$ cat src/sv/rau_mul.sv
// Registered unsigned multiplier shared by all cross products.
// No package dependencies.
module rau_mul #(
    parameter int WIDTH = 32
) (
    input  logic               i_clk,
    input  logic [WIDTH-1:0]   i_a,
    input  logic [WIDTH-1:0]   i_b,
    output logic [2*WIDTH-1:0] o_prod
);

    logic [2*WIDTH-1:0] r_prod;

    // One product per cycle, result in the cycle after its operands
    always_ff @(posedge i_clk) begin
        r_prod <= (2*WIDTH)'(i_a) * (2*WIDTH)'(i_b);
    end

    assign o_prod = r_prod;

endmodule

$ cat config.mk
export PLATFORM = sky130hd
export DESIGN_NAME = rau_mul
export DESIGN_NICKNAME = d
export VERILOG_FILES = /design/src/sv/rau_mul.sv
export SDC_FILE = /design/constraint.sdc
export NUM_CORES = 2
export LEC_CHECK = 0
export ABC_AREA = 1
export BUFFER_PORTS_ARGS = -buffer_cell sky130_fd_sc_hd__clkbuf_2
export CAP_MARGIN = 20
export CORE_MARGIN = 2
export CORE_UTILIZATION = 55
export DETAILED_ROUTE_END_ITERATION = 10
export PLACE_DENSITY = 0.76
export SLEW_MARGIN = 20
export SYNTH_ARGS = -nofsm -noshare
export SYNTH_HDL_FRONTEND = slang
export SYNTH_SLANG_ARGS = --single-unit
$ cat constraint.sdc
create_clock -name i_clk -period 8.3 [get_ports i_clk]
set_clock_uncertainty 0.2 [all_clocks]
set_input_delay 1.66 -clock i_clk [delete_from_list [all_inputs] [get_ports i_clk]]
set_output_delay 1.66 -clock i_clk [all_outputs]
set_load 0.02 [all_outputs]
==> impl_metrics.tcl <==
set metrics [dict create \
    die_h_um 265 \
    synth_area_um2 37400 \
    setup.worst_path.start_class "input port" \
    maxSlewViolCount 0 \
    crit_fanout 13 \
    htree_levels 3 \
    hp-start "i_b[0]" \
    dieArea_um2 70100 \
    fmax_ghz 0.124 \
    finalHoldViolations 0 \
    wl_um 98200 \
    grt-ovfl-total 0 \
    synth_warnings 0 \
    cts_tree "done" \
    synth.top_cell.area_share_pct 48.0 \
    rows 95 \
    multi_input_area_um2 28900 \
    port_buffers 128 \
    synthDistinctLibCells 23 \
    ys_seq_elements 64 \
    synth_top_cell_by_area "fa_1" \
    routed_via_density 5.00 \
    grt_use_total_pct 29.6 \
    ys_async_sr_fraction_pct 0 \
    whs_endpoint "o_prod[0]" \
    num_vias 30200 \
    grt_max_degree 26 \
    regArea_um2 1280 \
    design.core.area_um2 67300 \
    max_slew.worst_pin.slew_ns 0.573 \
    final.period_utilization_pct 96.9 \
    hp-class "input port to flop" \
    root_buffer "clkbuf_16" \
    final_common_cell "inv_1" \
    critPathKind "input port to flop" \
    die_x_um 265 \
    final_cells 6043 \
    rsz0062_at_grt "true" \
    setup_viol 0 \
    arrival_ns 8.07 \
    maxCapViolCount 0 \
    grt_pass1_vias 32400 \
    numCtsBuffers 9 \
    maxSlewHeadroom_pct 61.8 \
    netlist_top_cells_area "fa_1, inv_1, nand2_1, ha_1, dfxtp_1" \
    fin_nets 6388 \
    antenna_found_initial 2 \
    hold-path-cell-count 4 \
    first_pass_iters 6 \
    largest_reg_flops 64 \
    final_cell_mix "inv_1, nand2_1, fa_1" \
    finalWeightedCongestion 0.985 \
    ys.flop_type "dfxtp_1" \
    synth_edf_count 0 \
    drc 0 \
    clkTransAtPathRegs_ns 0.06 \
    n_fill_cell 5972 \
    status "completed" \
    clock_path_buffers 2 \
    avgSynthCellArea_um2 7.45 \
    drive_above_1_share_pct 7.82 \
    grt_pass1_wl_um 164000 \
    drtIter0Drc 2347 \
    ioPinCount 129 \
    yosysSeqAreaShare_pct 3.43 \
    syn_inst 5023 \
    drt-wirelength-per-cell_um 16.2 \
    area_growth_pct 8.38 \
    hpwl_um 87600 \
    end_kind "flop" \
    post_cts_buffers 0 \
    dp_cells 6026 \
    cts.sinks 64 \
    initial_utilization_pct 55.6 \
    ant_nets 0 \
    synth_nets 6247 \
    period_minus_slack_ns 8.04 \
    critical_path_required_ns 8.33 \
]
## critical path, cell delays in order
cell	delay [ns]
clkbuf_2	0.25
buf_4	0.23
buf_4	0.18
nand2_1	0.07
inv_1	0.05
fa_1	0.54
inv_1	0.05
fa_1	0.38
inv_1	0.09
fa_1	0.41
inv_1	0.08
fa_1	0.41
inv_1	0.09
fa_1	0.44
fa_1	0.53
fa_1	0.56
fa_1	0.43
ha_1	0.44
nand2_1	0.14
nor2_1	0.20
a21oi_1	0.14
o21bai_1	0.23
inv_1	0.06
nand2_1	0.12
xor2_2	0.28
## layout make-up
class | count | share of cell area, %
Antenna cell | 1 | 0.00617
Clock buffer | 9 | 0.556
Clock inverter | 7 | 0.256
Inverter | 1735 | 16.1
Multi-Input combinational cell | 3032 | 71.3
Sequential cell | 64 | 3.16
Tap cell | 873 | 2.69
Timing Repair Buffer | 322 | 5.98
## repair_timing
action	CTS	global route
hold buffers	0	0
gates resized for setup	0	3
endpoints found under the setup margin	0	3
## worst max path at each step
stage | startpoint | to | slack, ns | depth (start not counted)
2_1_floorplan | i_a[25] | o_prod[60] | 0.63 | 26
3_3_place_gp | i_b[11] | o_prod[33] | -0.10 | 25
3_5_place_dp | i_b[2] | o_prod[33] | -0.10 | 25
4_1_cts | i_b[2] | o_prod[33] | 0.21 | 25
5_1_grt | i_b[11] | o_prod[33] | -0.06 | 25
6_report | i_b[11] | o_prod[33] | 0.26 | 25
## through the flow
stage | util [%] | setup slack [ns] | TNS [ns] | hold WS, ns | instance area [um2]
final | 60.3 | 0.258 | 0 | 1.92 | 40500
after CTS | 60.2 | 0.213 | 0 | 1.92 | 40500
after floorplan | - | 0.626 | 0 | 1.56 | 37400
after global placement | 59.7 | -0.101 | -0.147 | 1.88 | 40200
after detailed placement | 59.7 | -0.104 | -0.104 | 1.87 | 40200
after global routing | 60.3 | -0.0604 | -0.0839 | 1.96 | 40500
## cell usage after synthesis, types with 2 or more instances
master    count
nand2_2      15
xor2_1       33
nor3_2        6
inv_2        12
clkbuf_1    192
o21bai_1     11
nor2_1       81
nand3_2       9
fa_1        896
ha_1        263
o21ai_0       2
inv_1      1723
dfxtp_1      64
xnor2_1       2
nand4_1      16
nor3_1       11
a21oi_1      43
nand3_1      56
nor2_4        6
nor2_2       14
nand2_1    1566
## cells by family (layout without fill, tap and decap cells)
| group | after synthesis | after routing | share of synthesized area [%] |
|---|---|---|---|
| adder cells (fa/ha/maj) | 1159 | 1159 | 56.8 |
| other | 0 | 1 | 0 |
| XOR/XNOR | 35 | 35 | 0.820 |
| AND/OR/NAND/NOR | 1781 | 1781 | 18.8 |
| AO/OA/AOI/OAI | 57 | 57 | 0.853 |
| buffers and inverters | 1927 | 2073 | 19.3 |
| flip-flops | 64 | 64 | 3.43 |
## per-layer routing
layer | vias to the layer above | track usage (%) | routed length [um]
met2 | 1241 | 50.5 | 47700
met4 | 2 | 11.0 | 4170
met1 | 14800 | 38.4 | 38500
met3 | 243 | 4.53 | 7830
met5 | - | 0 | 13
li1 | 13900 | - | -
Power is not shown: default switching activity piles up to over one toggle a cycle in this logic, so the estimate is an artifact.
