### src/sv/rau_div.sv
// Iterative restoring divider, one quotient bit per cycle.
// No package dependencies; used for the exact division by the gcd.
module rau_div #(
    parameter int WIDTH = 64
) (
    input  logic             i_clk,
    input  logic             i_rst_n,
    input  logic             i_start,
    input  logic [WIDTH-1:0] i_dividend,
    input  logic [WIDTH-1:0] i_divisor,
    output logic             o_done,
    output logic [WIDTH-1:0] o_quot
);

    localparam int CW = $clog2(WIDTH + 1);

    logic [WIDTH:0]   r_rem;
    logic [WIDTH-1:0] r_quot;
    logic [WIDTH-1:0] r_div;
    logic [CW-1:0]    r_cnt;
    logic             r_busy;
    logic             r_done;

    logic [WIDTH:0]   rem_sh;
    logic             fits;

    // Shift in the next dividend bit and try the subtraction
    assign rem_sh = {r_rem[WIDTH-1:0], r_quot[WIDTH-1]};
    assign fits   = rem_sh >= {1'b0, r_div};

    always_ff @(posedge i_clk) begin
        if (!i_rst_n) begin
            r_busy <= 1'b0;
            r_done <= 1'b0;
            r_cnt  <= '0;
        end else begin
            r_done <= 1'b0;
            if (i_start) begin
                r_busy <= 1'b1;
                r_cnt  <= '0;
                r_rem  <= '0;
                r_quot <= i_dividend;
                r_div  <= i_divisor;
            end else if (r_busy) begin
                r_rem  <= fits ? (rem_sh - {1'b0, r_div}) : rem_sh;
                r_quot <= {r_quot[WIDTH-2:0], fits};
                r_cnt  <= r_cnt + 1'b1;
                if (r_cnt == CW'(WIDTH - 1)) begin
                    r_busy <= 1'b0;
                    r_done <= 1'b1;
                end
            end
        end
    end

    assign o_done = r_done;
    assign o_quot = r_quot;

endmodule

### config.mk
export PLATFORM = sky130hd
export DESIGN_NAME = rau_div
export DESIGN_NICKNAME = d
export VERILOG_FILES = /design/src/sv/rau_div.sv
export SDC_FILE = /design/constraint.sdc
export NUM_CORES = 1
export LEC_CHECK = 0
export BUFFER_PORTS_ARGS = -buffer_cell sky130_fd_sc_hd__buf_2
export CORE_MARGIN = 2
export CORE_UTILIZATION = 45
export DETAILED_ROUTE_END_ITERATION = 8
export PLACE_DENSITY = 0.66
export SYNTH_ARGS = -nofsm -noshare
export SYNTH_HDL_FRONTEND = slang
export SYNTH_SLANG_ARGS = --single-unit
### constraint.sdc
create_clock -name i_clk -period 5.2 [get_ports i_clk]
set_input_delay 1.04 -clock i_clk [delete_from_list [all_inputs] [get_ports i_clk]]
set_output_delay 1.04 -clock i_clk [all_outputs]
set_load 0.01 [all_outputs]
==> flow_summary.toml <==
[grt]
met3_usage_pct = 6.06
grt_overflow = 0
grt-busiest-layer = "met2"
grt_pass1_wl_mm = 48.1
grt_pass1_vias = 9278
antenna_found_initial = 3
met2_usage_pct = 35.6
met1_usage_pct = 27.2
grt_max_degree = 77
track_usage_pct = 21.1

[final_layout]
num-nets-final = 1526
stdcell_area_um2 = 13900
multi_input_area_um2 = 5450
seq_area_um2 = 5950
area_delta_synth_final_pct = 16.4
drive_above_1_share_pct = 23.3
final.fill_count = 2389

[clock_network]
cts_resized = 0
cts_tree = "done"
clock-root-buffer = "clkbuf_16"
htree_levels = 1
max-clock-path-buffers = 3
ctsHoldBuffers = 0
numCtsBuffers = 23
path_clk_slew_ps = 60
cts_sinks = 201
clock_latency_ps = 540
post_cts_buffers = 0

[pwr]
vdd_drop_max_uv = 299
seqPwrFrac_pct = 41.6
leakagePower_nw = 5.77
intPower_mw = 3.33
power_mw = 4.83
switching_share_pct = 31.0
clkPwrFrac_pct = 32.5
powerDensity_nw_per_um2 = 347
pwr-share-comb_pct = 25.9
switching_power_mw = 1.50

[critical_path]
worstPathRequired_ps = 5490
path_max_fanout = 53
worstSetupPathType = "reg -> reg"
critPathMaxStageDelay_ps = 980
cp.arrival_ps = 4460
path_cells = "ha_1 > a21oi_1 > o21ai_0 > a2111oi_0 > nor2_1 > a211oi_1 > o41a_1 > o31a_1 > o31a_2 > nor3_1 > a32o_1"
cp_slowest_cell = "o31a_2"
cp-start-kind = "flop"
endpoint_kind = "flop"

[floorplan]
core.rowCount = 59
die_area_um2 = 27900
die_h_um = 167
core_um2 = 26100
die_w_um = 167
io_pins = 196
start_util_pct = 45.8

[logic_synthesis]
syn_area_um2 = 11900
ys_types = 62
syn_inst = 1161
syn_nets = 1358
synth_area_per_cell_um2 = 10.3
yosysWarnings = 0
synth_edf_count = 192
ys.flop_type = "edfxtp_1"
synth-async-reset-ratio_pct = 0
yosysSeqAreaShare_pct = 49.8
synth_seq_cells = 201

[sta]
skew_ps = 12.4
whs_ps = 496
fmax_mhz = 240
fin_setup_tns_ps = 0
final_hold_viol_count = 0
slew_viol_final = 0
setup_viol = 0
worstMarginPinSlew_ps = 1210
fin_crit_ps = 4170
rsz0062_at_grt = "no"
fin_crit_sh_pct = 80.2
relSlewSlack_pct = 19.2

[place]
gp_congestion = 0.883
placed_cell_area_um2 = 13200
hpwl_mm = 22.1
io_buffer_count = 195

[drt]
wl_per_cell_um = 17.8
drt-pass1-iter-count = 7
drt-total-wl_mm = 30.0
num_vias = 9287
drt_iter0_markers = 592
drcViolationCount = 0
vias_per_cell = 5.52
antenna_left = 0

[status]
status = "completed"

[worst_hold_path]
hp-class = "reg -> reg"

[run]
drv_cap = 0
layer usage:
layer	vias to the layer above	wire, um
met5	-	27
met4	4	508
met3	39	2320
met2	278	14200
met1	4393	12900
li1	4573	-
cell families after synthesis:
logic type / count (synthesis) / synth area share (%)
flops: 201 / 49.8
xor+xnor: 60 / 4.40
buf+inv: 146 / 4.70
fa+ha+maj: 66 / 6.98
compound gates: 303 / 16.0
mux: 68 / 6.37
simple gates: 317 / 11.8
final timing paths:
path               endpoint      start  depth (start not counted)  slack (ps)
setup / recovery  r_rem[63]  r_rem[37]                         11        1030
hold / removal     r_cnt[5]   r_cnt[5]                          2         500
setup reg to reg  r_rem[63]  r_rem[37]                         11        1030
hold reg to reg    r_cnt[5]   r_cnt[5]                          2         500
layout by cell type (no fill, tap or decap), types with 5 or more instances in the layout:
cell type and instances:
xor2_1 22, edfxtp_1 192, a31oi_1 10, nor4_1 6, dfxtp_1 9, ha_1 65, clkinv_2 5, nand2_1 162
nand3_1 13, o211ai_1 7, mux2_2 64, nor2b_1 7, buf_4 7, nand4_1 26, nor2_1 59, a21oi_1 123
o21ai_0 43, inv_1 85, or3_1 5, or2_2 5, a211oi_1 20, o21bai_1 14, nand2b_1 5, buf_2 194
clkbuf_16 24, o21a_1 12, a21o_1 28, xnor2_1 38, nor3_1 15
state kept, by name, summed over array words and instances (netlist names):
name / cells
o_quot: 64
r_busy: 1
r_cnt: 7
o_done: 1
r_rem: 64
r_div: 64
Yosys cell counts (4+ instances only):
master    number  share of area (%)
clkbuf_1      52                1.6
mux2_2        64                6.0
xor2_1        22                1.6
and3_1         4               0.21
nand3_1       13               0.54
nand2b_1       5               0.26
a21oi_1      123                5.2
o31a_1         4               0.29
nor2b_1        7               0.37
dfxtp_1        9                1.5
nor3_1        15               0.63
nor4_1         6               0.31
a31oi_1       10               0.52
o21ai_0       43                1.8
or2_2          5               0.26
edfxtp_1     192                 48
a211oi_1      20                1.3
inv_1         86                2.7
a21o_1        28                1.8
o211ai_1       7               0.44
or3_1          5               0.26
nand2_1      162                5.1
nor2_1        59                1.9
o21bai_1      14               0.88
o21a_1        13               0.82
mux2i_1        4               0.34
ha_1          65                6.8
buf_2          5               0.21
xnor2_1       38                2.8
o211a_1        4               0.34
nand4_1       26                1.4
cell type report:
| type | instances | area share [%] |
|---|---|---|
| well taps | 335 | 3.01 |
| multi-input cells | 814 | 39.2 |
| diodes | 1 | 0.0180 |
| repair buffers | 202 | 7.50 |
| clock buffers | 30 | 4.62 |
| inverters | 87 | 2.35 |
| clock inverters | 12 | 0.594 |
| flip-flops and latches | 201 | 42.7 |
metrics by stage:
| stage | setup slack, ps | std cells | utilization [%] |
|---|---|---|---|
| after global placement | 1120 | 1639 | 50.6 |
| after global routing | 692 | 1681 | 53.4 |
| final | 1030 | 1682 | 53.4 |
| after detailed placement | 1020 | 1639 | 50.6 |
| after CTS | 1020 | 1681 | 53.4 |
| after floorplan | 480 | 1161 | - |
power by group through the flow:
stage          Combinational [mW]  Clock, mW  Sequential [mW]
2_1_floorplan               0.913          0             2.04
3_3_place_gp                 1.23          0             2.04
3_5_place_dp                 1.24          0             2.04
4_1_cts                      1.25       1.61             2.01
5_1_grt                      1.39       1.66             2.02
6_report                     1.25       1.57             2.01
critical path: cells and delay by family, from the launching register on:
kind                     cells  cell delay [ps]
AO/OA/AOI/OAI                8             2890
adder cells (fa/ha/maj)      1              410
flip-flops                   1              400
AND/OR/NAND/NOR              2              210
Power figures use the tool's default switching activity.
